**src/rtl/core/msc_pkg.sv**
```systemverilog
package msc_pkg;

  // Register map of the configuration port
  localparam int CFG_IDX_W = 8;
  localparam int CFG_DATA_W = 16;
  localparam logic [CFG_IDX_W-1:0] REG_SECOND_RELOAD = 8'd0;
  localparam logic [CFG_IDX_W-1:0] REG_REPEAT_RELOAD = 8'd1;

  localparam logic [CFG_DATA_W-1:0] SECOND_RELOAD_RST = 16'd1000;
  localparam logic [CFG_DATA_W-1:0] REPEAT_RELOAD_RST = 16'd200;

  // Item opcodes
  typedef enum logic {
    OP_TICK = 1'b0,
    OP_SCAN = 1'b1
  } opcode_t;

  // Display geometry
  localparam logic [2:0] NUM_POS  = 3'd5;
  localparam logic [2:0] LAST_POS = 3'd4;
  localparam logic [2:0] DASH_POS = 3'd2;
  localparam logic [7:0] SEG_DASH = 8'h40;

  localparam logic [5:0] TIME_RST   = 6'd58;
  localparam logic [6:0] TIME_LIMIT = 7'd60;

  typedef struct packed {
    logic [7:0] segment_code;
    logic [4:0] digit_select;
  } result_t;

  // Hex font, bit0 = segment a
  function automatic logic [7:0] seg_font(input logic [3:0] d);
    logic [7:0] s;
    unique case (d)
      4'h0: s = 8'h3f;
      4'h1: s = 8'h06;
      4'h2: s = 8'h5b;
      4'h3: s = 8'h4f;
      4'h4: s = 8'h66;
      4'h5: s = 8'h6d;
      4'h6: s = 8'h7d;
      4'h7: s = 8'h07;
      4'h8: s = 8'h7f;
      4'h9: s = 8'h6f;
      4'ha: s = 8'h77;
      4'hb: s = 8'h7c;
      4'hc: s = 8'h58;
      4'hd: s = 8'h5e;
      4'he: s = 8'h79;
      default: s = 8'h71;
    endcase
    return s;
  endfunction

  // Tens of a 6-bit value: floor(v * 13 / 128) is exact for v < 64
  function automatic logic [3:0] tens_of(input logic [5:0] v);
    logic [9:0] p;
    p = {4'd0, v} * 10'd13;
    return {1'b0, p[9:7]};
  endfunction

  // Ones of a 6-bit value
  function automatic logic [3:0] ones_of(input logic [5:0] v);
    logic [6:0] t10;
    logic [6:0] r;
    t10 = {3'd0, tens_of(v)} * 7'd10;
    r = {1'b0, v} - t10;
    return r[3:0];
  endfunction

endpackage

```
**src/rtl/core/msc_if.sv**
```systemverilog
// Input item channel
interface msc_in_if;
  import msc_pkg::*;
  logic    valid;
  logic    ready;
  opcode_t opcode;
  logic    button_one_down;
  logic    button_two_down;
  modport source (output valid, opcode, button_one_down, button_two_down, input ready);
  modport sink   (input valid, opcode, button_one_down, button_two_down, output ready);
endinterface

// Result channel
interface msc_out_if;
  logic       valid;
  logic       ready;
  logic [7:0] segment_code;
  logic [4:0] digit_select;
  modport source (output valid, segment_code, digit_select, input ready);
  modport sink   (input valid, segment_code, digit_select, output ready);
endinterface

// Configuration write channel
interface msc_cfg_if;
  import msc_pkg::*;
  logic                  valid;
  logic                  ready;
  logic [CFG_IDX_W-1:0]  index;
  logic [CFG_DATA_W-1:0] data;
  modport source (output valid, index, data, input ready);
  modport sink   (input valid, index, data, output ready);
endinterface

```
**src/rtl/core/minute_second_clock_with_set_buttons_core.sv**
```systemverilog
// Channel   Dir  Payload                                  Transfer when
// in_chan   in   opcode, button_one_down, button_two_down valid & ready
// out_chan  out  segment_code[7:0], digit_select[4:0]     valid & ready
// cfg_chan  in   index[7:0], data[15:0]                   valid & ready (ready always 1)
//
// One item per cycle while in_chan.ready is high; a scan result is registered
// into the output register, or the skid entry while stalled. Tick items give no result.
// Reset (rst_n low, synchronous) sets 58:58, clears countdowns, flags,
// scan position and both output stages, and restores the reload values.
// An output register plus one skid entry: in_chan.ready drops only while
// the skid entry is occupied, so ticks and one more scan pass through a
// stalled output.
module minute_second_clock_with_set_buttons_core
  import msc_pkg::*;
(
  input  logic      clk,
  input  logic      rst_n,
  msc_in_if.sink    in_chan,
  msc_out_if.source out_chan,
  msc_cfg_if.sink   cfg_chan
);

  // Configuration
  logic [15:0] second_reload_r, second_reload_nxt;
  logic [15:0] repeat_reload_r, repeat_reload_nxt;

  // Clock state
  logic [5:0]  minutes_r, minutes_nxt;
  logic [5:0]  seconds_r, seconds_nxt;
  logic [15:0] second_cd_r, second_cd_nxt;
  logic [15:0] repeat_cd_r, repeat_cd_nxt;
  logic        second_flag_r, second_flag_nxt;
  logic        repeat_flag_r, repeat_flag_nxt;
  logic        b1_held_r, b1_held_nxt;
  logic        b2_held_r, b2_held_nxt;
  logic [2:0]  scan_pos_r, scan_pos_nxt;
  logic [3:0]  shown_digits_r [4];

  // Output stages
  logic        out_v_r, out_v_nxt;
  logic        skid_v_r, skid_v_nxt;
  result_t     out_data_r, out_data_nxt;
  result_t     skid_data_r, skid_data_nxt;

  logic        in_fire, tick_fire, scan_fire, out_fire, cfg_fire;
  logic [2:0]  pos;
  logic [1:0]  digit_idx;
  logic [3:0]  fresh_digits [4];
  logic [3:0]  digit;
  result_t     new_res;
  logic [6:0]  sec_sum;
  logic [6:0]  min_sum;
  logic        sec_tick_inc, b1_rpt_inc, b2_rpt_inc, b1_rel_inc, b2_rel_inc, sec_carry;

  assign in_fire   = in_chan.valid && in_chan.ready;
  assign tick_fire = in_fire && (in_chan.opcode == OP_TICK);
  assign scan_fire = in_fire && (in_chan.opcode == OP_SCAN);
  assign out_fire  = out_chan.valid && out_chan.ready;
  assign cfg_fire  = cfg_chan.valid && cfg_chan.ready;

  assign in_chan.ready         = !skid_v_r;
  assign cfg_chan.ready        = 1'b1;
  assign out_chan.valid        = out_v_r;
  assign out_chan.segment_code = out_data_r.segment_code;
  assign out_chan.digit_select = out_data_r.digit_select;

  // Configuration writes; indexes beyond the map are dropped
  always_comb begin
    second_reload_nxt = second_reload_r;
    repeat_reload_nxt = repeat_reload_r;
    if (cfg_fire && (cfg_chan.index == REG_SECOND_RELOAD)) begin
      second_reload_nxt = cfg_chan.data;
    end
    if (cfg_fire && (cfg_chan.index == REG_REPEAT_RELOAD)) begin
      repeat_reload_nxt = cfg_chan.data;
    end
  end

  // Display word for this scan position
  always_comb begin
    pos = (scan_pos_r > LAST_POS) ? 3'd0 : scan_pos_r;
    fresh_digits[0] = tens_of(minutes_r);
    fresh_digits[1] = ones_of(minutes_r);
    fresh_digits[2] = tens_of(seconds_r);
    fresh_digits[3] = ones_of(seconds_r);
    digit_idx = (pos < DASH_POS) ? pos[1:0] : 2'(pos - 3'd1);
    // position 0 shows the snapshot it is taking
    digit = (pos == 3'd0) ? fresh_digits[0] : shown_digits_r[digit_idx];
    new_res.segment_code = (pos == DASH_POS) ? SEG_DASH : seg_font(digit);
    new_res.digit_select = 5'(5'd1 << pos);
    scan_pos_nxt = scan_pos_r;
    if (scan_fire) begin
      scan_pos_nxt = (pos >= LAST_POS) ? 3'd0 : 3'(pos + 3'd1);
    end
  end

  // Time update on a scan pass
  always_comb begin
    sec_tick_inc = second_flag_r && !b1_held_r && !b2_held_r;
    b1_rpt_inc   = repeat_flag_r && b1_held_r;
    b2_rpt_inc   = repeat_flag_r && b2_held_r;
    b1_rel_inc   = b1_held_r && !in_chan.button_one_down;
    b2_rel_inc   = b2_held_r && !in_chan.button_two_down;
    sec_sum = {1'b0, seconds_r} + {6'd0, sec_tick_inc} + {6'd0, b1_rpt_inc}
              + {6'd0, b1_rel_inc};
    sec_carry = (sec_sum >= TIME_LIMIT);
    min_sum = {1'b0, minutes_r} + {6'd0, b2_rpt_inc} + {6'd0, b2_rel_inc}
              + {6'd0, sec_carry};

    minutes_nxt     = minutes_r;
    seconds_nxt     = seconds_r;
    b1_held_nxt     = b1_held_r;
    b2_held_nxt     = b2_held_r;
    second_flag_nxt = second_flag_r;
    repeat_flag_nxt = repeat_flag_r;
    second_cd_nxt   = second_cd_r;
    repeat_cd_nxt   = repeat_cd_r;

    if (scan_fire) begin
      seconds_nxt     = sec_carry ? 6'd0 : sec_sum[5:0];
      minutes_nxt     = (min_sum >= TIME_LIMIT) ? 6'd0 : min_sum[5:0];
      b1_held_nxt     = in_chan.button_one_down;
      b2_held_nxt     = in_chan.button_two_down;
      second_flag_nxt = 1'b0;
      repeat_flag_nxt = 1'b0;
    end

    // Millisecond countdowns
    if (tick_fire) begin
      if (repeat_cd_r == 16'd0) begin
        repeat_cd_nxt   = repeat_reload_r;
        repeat_flag_nxt = 1'b1;
      end else begin
        repeat_cd_nxt = repeat_cd_r - 16'd1;
      end
      if (second_cd_r == 16'd0) begin
        second_cd_nxt   = second_reload_r;
        second_flag_nxt = 1'b1;
      end else begin
        second_cd_nxt = second_cd_r - 16'd1;
      end
    end
  end

  // Output register and skid entry
  always_comb begin
    out_v_nxt     = out_v_r;
    skid_v_nxt    = skid_v_r;
    out_data_nxt  = out_data_r;
    skid_data_nxt = skid_data_r;
    if (!out_v_r || out_fire) begin
      if (skid_v_r) begin
        out_v_nxt     = 1'b1;
        out_data_nxt  = skid_data_r;
        skid_v_nxt    = scan_fire;
        skid_data_nxt = new_res;
      end else begin
        out_v_nxt    = scan_fire;
        out_data_nxt = new_res;
      end
    end else if (scan_fire) begin
      skid_v_nxt    = 1'b1;
      skid_data_nxt = new_res;
    end
  end

  // Control state
  always_ff @(posedge clk) begin
    if (!rst_n) begin
      second_reload_r <= SECOND_RELOAD_RST;
      repeat_reload_r <= REPEAT_RELOAD_RST;
      minutes_r       <= TIME_RST;
      seconds_r       <= TIME_RST;
      second_cd_r     <= '0;
      repeat_cd_r     <= '0;
      second_flag_r   <= 1'b0;
      repeat_flag_r   <= 1'b0;
      b1_held_r       <= 1'b0;
      b2_held_r       <= 1'b0;
      scan_pos_r      <= '0;
      out_v_r         <= 1'b0;
      skid_v_r        <= 1'b0;
    end else begin
      second_reload_r <= second_reload_nxt;
      repeat_reload_r <= repeat_reload_nxt;
      minutes_r       <= minutes_nxt;
      seconds_r       <= seconds_nxt;
      second_cd_r     <= second_cd_nxt;
      repeat_cd_r     <= repeat_cd_nxt;
      second_flag_r   <= second_flag_nxt;
      repeat_flag_r   <= repeat_flag_nxt;
      b1_held_r       <= b1_held_nxt;
      b2_held_r       <= b2_held_nxt;
      scan_pos_r      <= scan_pos_nxt;
      out_v_r         <= out_v_nxt;
      skid_v_r        <= skid_v_nxt;
    end
  end

  // Payload: result stages and the digit snapshot
  always_ff @(posedge clk) begin
    out_data_r  <= out_data_nxt;
    skid_data_r <= skid_data_nxt;
    if (scan_fire && (pos == 3'd0)) begin
      shown_digits_r <= fresh_digits;
    end
  end

  // Checks
  a_skid_behind_out: assert property (@(posedge clk) disable iff (!rst_n)
    skid_v_r |-> out_v_r)
    else $error("skid entry occupied while output register empty");

  a_scan_gives_result: assert property (@(posedge clk) disable iff (!rst_n)
    scan_fire |=> out_v_r)
    else $error("scan transfer produced no result");

  a_time_range: assert property (@(posedge clk) disable iff (!rst_n)
    (minutes_r < 6'd60) && (seconds_r < 6'd60))
    else $error("time out of range");

  a_pos_range: assert property (@(posedge clk) disable iff (!rst_n)
    scan_pos_r < NUM_POS)
    else $error("scan position out of range");

endmodule
```
**src/flat_wrapper.sv**
```systemverilog
// flat-port wrapper written by rule: the top's interface ports become plain ports
module minute_second_clock_with_set_buttons_core_flat import msc_pkg::*;
  (clk, rst_n, in_chan_valid, in_chan_opcode, in_chan_button_one_down, in_chan_button_two_down, in_chan_ready, out_chan_valid, out_chan_segment_code, out_chan_digit_select, out_chan_ready, cfg_chan_valid, cfg_chan_index, cfg_chan_data, cfg_chan_ready);
  msc_in_if in_chan_i ();
  msc_out_if out_chan_i ();
  msc_cfg_if cfg_chan_i ();
  input  logic clk;
  input  logic rst_n;
  input wire logic [$bits(in_chan_i.valid)-1:0] in_chan_valid;
  input wire logic [$bits(in_chan_i.opcode)-1:0] in_chan_opcode;
  input wire logic [$bits(in_chan_i.button_one_down)-1:0] in_chan_button_one_down;
  input wire logic [$bits(in_chan_i.button_two_down)-1:0] in_chan_button_two_down;
  output wire logic [$bits(in_chan_i.ready)-1:0] in_chan_ready;
  output wire logic [$bits(out_chan_i.valid)-1:0] out_chan_valid;
  output wire logic [$bits(out_chan_i.segment_code)-1:0] out_chan_segment_code;
  output wire logic [$bits(out_chan_i.digit_select)-1:0] out_chan_digit_select;
  input wire logic [$bits(out_chan_i.ready)-1:0] out_chan_ready;
  input wire logic [$bits(cfg_chan_i.valid)-1:0] cfg_chan_valid;
  input wire logic [$bits(cfg_chan_i.index)-1:0] cfg_chan_index;
  input wire logic [$bits(cfg_chan_i.data)-1:0] cfg_chan_data;
  output wire logic [$bits(cfg_chan_i.ready)-1:0] cfg_chan_ready;
  assign in_chan_i.valid = in_chan_valid;
  assign in_chan_i.opcode = in_chan_opcode;
  assign in_chan_i.button_one_down = in_chan_button_one_down;
  assign in_chan_i.button_two_down = in_chan_button_two_down;
  assign in_chan_ready = in_chan_i.ready;
  assign out_chan_valid = out_chan_i.valid;
  assign out_chan_segment_code = out_chan_i.segment_code;
  assign out_chan_digit_select = out_chan_i.digit_select;
  assign out_chan_i.ready = out_chan_ready;
  assign cfg_chan_i.valid = cfg_chan_valid;
  assign cfg_chan_i.index = cfg_chan_index;
  assign cfg_chan_i.data = cfg_chan_data;
  assign cfg_chan_ready = cfg_chan_i.ready;
  minute_second_clock_with_set_buttons_core u_core (.clk(clk), .rst_n(rst_n), .in_chan(in_chan_i), .out_chan(out_chan_i), .cfg_chan(cfg_chan_i));
endmodule
```
**config.mk**
```make
export PLATFORM = sky130hd
export DESIGN_NAME = minute_second_clock_with_set_buttons_core_flat
export DESIGN_NICKNAME = d
export VERILOG_FILES = /design/src/rtl/core/msc_pkg.sv /design/src/rtl/core/msc_if.sv /design/src/rtl/core/minute_second_clock_with_set_buttons_core.sv /design/src/flat_wrapper.sv
export SDC_FILE = /design/constraint.sdc
export NUM_CORES = 1
export LEC_CHECK = 0
export ABC_AREA = 1
export BUFFER_PORTS_ARGS = -buffer_cell sky130_fd_sc_hd__buf_2
export CAP_MARGIN = 20
export CORE_MARGIN = 2
export CORE_UTILIZATION = 40
export CTS_CLUSTER_DIAMETER = 50
export CTS_CLUSTER_SIZE = 8
export DETAILED_ROUTE_END_ITERATION = 6
export PLACE_DENSITY = 0.53
export SLEW_MARGIN = 15
export SYNTH_ARGS = -nofsm -noshare
export SYNTH_HDL_FRONTEND = slang
export SYNTH_SLANG_ARGS = --single-unit
export TNS_END_PERCENT = 50
```
**constraint.sdc**
```tcl
create_clock -name clk -period 10.9 [get_ports clk]
set_input_delay 2.18 -clock clk [delete_from_list [all_inputs] [get_ports clk]]
set_output_delay 2.18 -clock clk [all_outputs]
set_load 0.01 [all_outputs]
```
==> summary.txt <==
STA
  • Fin. max-slew vios: 0
  • Setup_tns: 0 ps
  • Final setup violation count: 0
  • Max_slew headroom: 0.339
  • RSZ-0062 raised after global routing: no
  • Slew @ Worst Pin: 985 ps
  • FMAX: 0.168 GHz
  • Final worst-path cycle share: 0.545
  • Fin. Hold Viols: 0
  • Clock skew: 10.2 ps
  • Fin crit period: 5940 ps
  • Hold Slack: 469 ps

GRT
  • Initial antenna violation count: 0
  • Largest net degree at the start of global routing: 60
  • GRT overflow: 0
  • GRT Total Usage: 0.177
  • Global-route wire length before repair: 25,900 um
  • Vias in the first global route: 5,226

Critical path
  • Crit path cell chain: buf_2, nor2_1, fa_1, ha_1, fa_1, nand2_1, xor2_1, a41oi_1, fa_1, inv_1, ha_1, fa_1, nand2_1, xor2_1, a41oi_1, nand3_1, o211ai_1
  • Worst Setup SP: in_chan_button_one_down
  • Worst Setup Path Type: in -> reg
  • Maximum fanout along the worst path: 7
  • Critical R2R Launch: u_core.b1_held_r
  • CP arrival: 6290 ps
  • Setup crit start kind: input port
  • Critical path capture point type: register
  • CP peak stage delay: 600 ps
  • Worst EP required: 11,240 ps
  • Crit. path cell count: 17
  • Most frequent cell on the critical path: fa_1
  • Worst setup path end: u_core.minutes_r[1]
  • Reg2reg path depth: 17
  • CP max-delay cell: fa_1
  • R2R setup slack: 6440 ps
  • FF-to-FF End: u_core.minutes_r[1]
  • CP Buf/Inv Count: 2
  • Cell family with most CP delay: adder cells

Layout
  • Commonest non-fill, non-tap cell in the layout: nand2_1
  • Filler instances: 1,712
  • Nets: 1,029
  • Flip-flop and latch area: 2840 um^2
  • Area of the multi-input gates: 3640 um^2
  • Synth-to-Final Area Change: 15.7%
  • Ant diodes: 0
  • Most frequent cells in the layout: 165 x nand2_1, 125 x inv_1, 90 x nor2_1
  • Share of cells above drive strength 1: 0.121

Power and ir drop
  • Maximum vdd drop: 0.000130 V
  • Register share of total power: 0.308
  • Pwr Density: 245 nW/um^2
  • Internal power: 0.00128 W
  • Switching Fraction: 0.365
  • Leak: 3.90 nW
  • Final Power: 0.00201 W
  • Net switching power: 0.000736 W
  • Clock power share: 0.324
  • Gate power share: 0.368

Floorplan
  • Standard-cell rows: 48
  • DIE WIDTH: 137 um
  • Top Ports: 48
  • Die Height: 137 um
  • DIE AREA: 18,800 um^2
  • Initial Utilization: 0.410
  • Core ar.: 17,300 um^2

Synth
  • Post-synthesis mux area share: 0
  • Synth unique cells: 50
  • Simple-gate share of the synthesized area: 0.242
  • Mapped Cells: 897
  • Sequential cell area fraction in the yosys report: 0.401
  • Synth area leaders: dfxtp_1 24%, edfxtp_1 16%, nand2_1 8.7%
  • Post-synth top area share: 0.240
  • Post-synth ARST share: 0
  • Synth area leader: dfxtp_1
  • Post-synthesis compound-gate area fraction: 0.136
  • Post-synthesis net count: 986
  • Adder-cell share of the synthesized area: 0.111
  • YS warnings: 0
  • Largest family of logic cells by synthesized area: simple AND/OR/NAND/NOR gates
  • Post-synthesis register bit count: 123
  • Post-Synthesis Cell Area: 7090 um^2
  • Post-Synth XOR/XNOR Area: 0.0235
  • Post-synth top flop: dfxtp_1
  • EDFF count, synth: 38
  • Syn Area/Cell: 7.91 um^2

Placement
  • Gp weighted congestion: 0.802
  • I/O Buffers: 45
  • DP HPWL: 11,300 um

CTS
  • Number of buffers on the longest clock path: 2
  • Hold-fix buffers, CTS: 0
  • H-tree depth: 4
  • Post-CTS Setup Bufs: 0
  • Post-CTS Resized: 0
  • Clock Latency Late Sink: 420 ps
  • CTS tree: built
  • Cts bufs inserted: 17
  • Clock-pin slew on the worst setup and hold paths: 60 ps
  • CTS Sinks: 123
  • CTS Root Cell: clkbuf_16

Route
  • Drc violations: 0
  • Antenna-violating nets left: 0
  • Routed vias: 5,726
  • DR WL/cell: 13.3 um
  • DR iter-0 viols: 408
  • Top sig layer: met4
  • WL final: 15,600 um
  • Met3 WL: 429 um
  • Routed met1 length: 8180 um
  • Vias per cell: 4.86
  • Metal2 WL: 6920 um
  • Drt first pass iters: 5

Run status
  • Status: finished, final reports clean

Hold path
  • Worst Hold Class: reg -> reg

Flow run
  • Max-Cap Viols: 0
## through the flow
step                instances   util  cell area, um^2  worst slack, ps
finish                   1178  0.474             8210             4960
global route             1178  0.474             8210             4620
CTS                      1178  0.474             8210             4930
detailed placement       1146  0.435             7530             4490
global placement         1145  0.435             7520             4590
floorplan                 897      -             7090             4960
## cells in the mapped netlist (5+ instances only)
library cell	instances
nand3_1	65
nor3_1	10
nand2_1	165
nand4_1	8
nand2_2	7
a21oi_1	40
ha_1	47
o21ai_0	61
fa_1	10
edfxtp_1	38
xor2_1	16
o31ai_1	5
inv_1	125
a31oi_1	10
nor2_1	90
clkbuf_1	20
dfxtp_1	85
or2_2	5
inv_2	5
o211ai_1	23
## cells by family after synthesis
group | count (synthesis)
AOI/OAI and AO/OA | 161
adders and majority gates | 57
buffers and inverters | 158
other | 2
xor gates and xnor gates | 19
DFF | 123
and+or+nand+nor | 377
## cell type report
type / count / area share
Clock buffer: 18 / 0.0523
Inverter: 132 / 0.0604
Sequential cell: 123 / 0.346
Clock inverter: 14 / 0.0303
Timing Repair Buffer: 50 / 0.0325
Tap cell: 225 / 0.0343
Multi-Input combinational cell: 616 / 0.444
## worst min-delay path by stage
stage                                 from                endpoint  slack [ps]  depth (start not counted)
floorplan           u_core.repeat_cd_r[13]  u_core.repeat_cd_r[13]         440                          2
global placement    u_core.repeat_cd_r[13]  u_core.repeat_cd_r[13]         460                          2
detailed placement  u_core.second_cd_r[13]  u_core.second_cd_r[13]         460                          2
CTS                 u_core.second_cd_r[13]  u_core.second_cd_r[13]         470                          2
global route        u_core.second_cd_r[13]  u_core.second_cd_r[13]         490                          2
finish              u_core.second_cd_r[13]  u_core.second_cd_r[13]         470                          2
## registers in the layout, summed over array words and instances (netlist names)
name,cells
u_core.b1_held_r,1
u_core.b2_held_r,1
u_core.minutes_r,6
u_core.out_chan.digit_select,5
u_core.out_chan.segment_code,7
u_core.out_chan.valid,1
u_core.repeat_cd_r,16
u_core.repeat_flag_r,1
u_core.repeat_reload_r,16
u_core.scan_pos_r,3
u_core.second_cd_r,16
u_core.second_flag_r,1
u_core.second_reload_r,16
u_core.seconds_r,6
u_core.shown_digits_r,14
u_core.skid_data_r,12
u_core.skid_v_r,1
## worst min-delay path, stage by stage, from the launching register on
cell and delay, ps:
dfxtp_1 310, nand2_1 60, a21oi_1 60
## layer usage
metal,global-route usage,up-vias
met3,0.0389,8
met2,0.261,79
met1,0.256,2574
met5,0,-
met4,0.0556,0
li1,-,3065
## power groups by stage
stage	Combinational, W	Clock, W	Sequential, W
6_report	0.000741	0.000652	0.000620
5_1_grt	0.000865	0.000686	0.000632
4_1_cts	0.000750	0.000665	0.000620
3_5_place_dp	0.000745	0	0.000629
3_3_place_gp	0.000747	0	0.000630
2_1_floorplan	0.000581	0	0.000623
No activity file was read; power rests on OpenSTA's default activity.
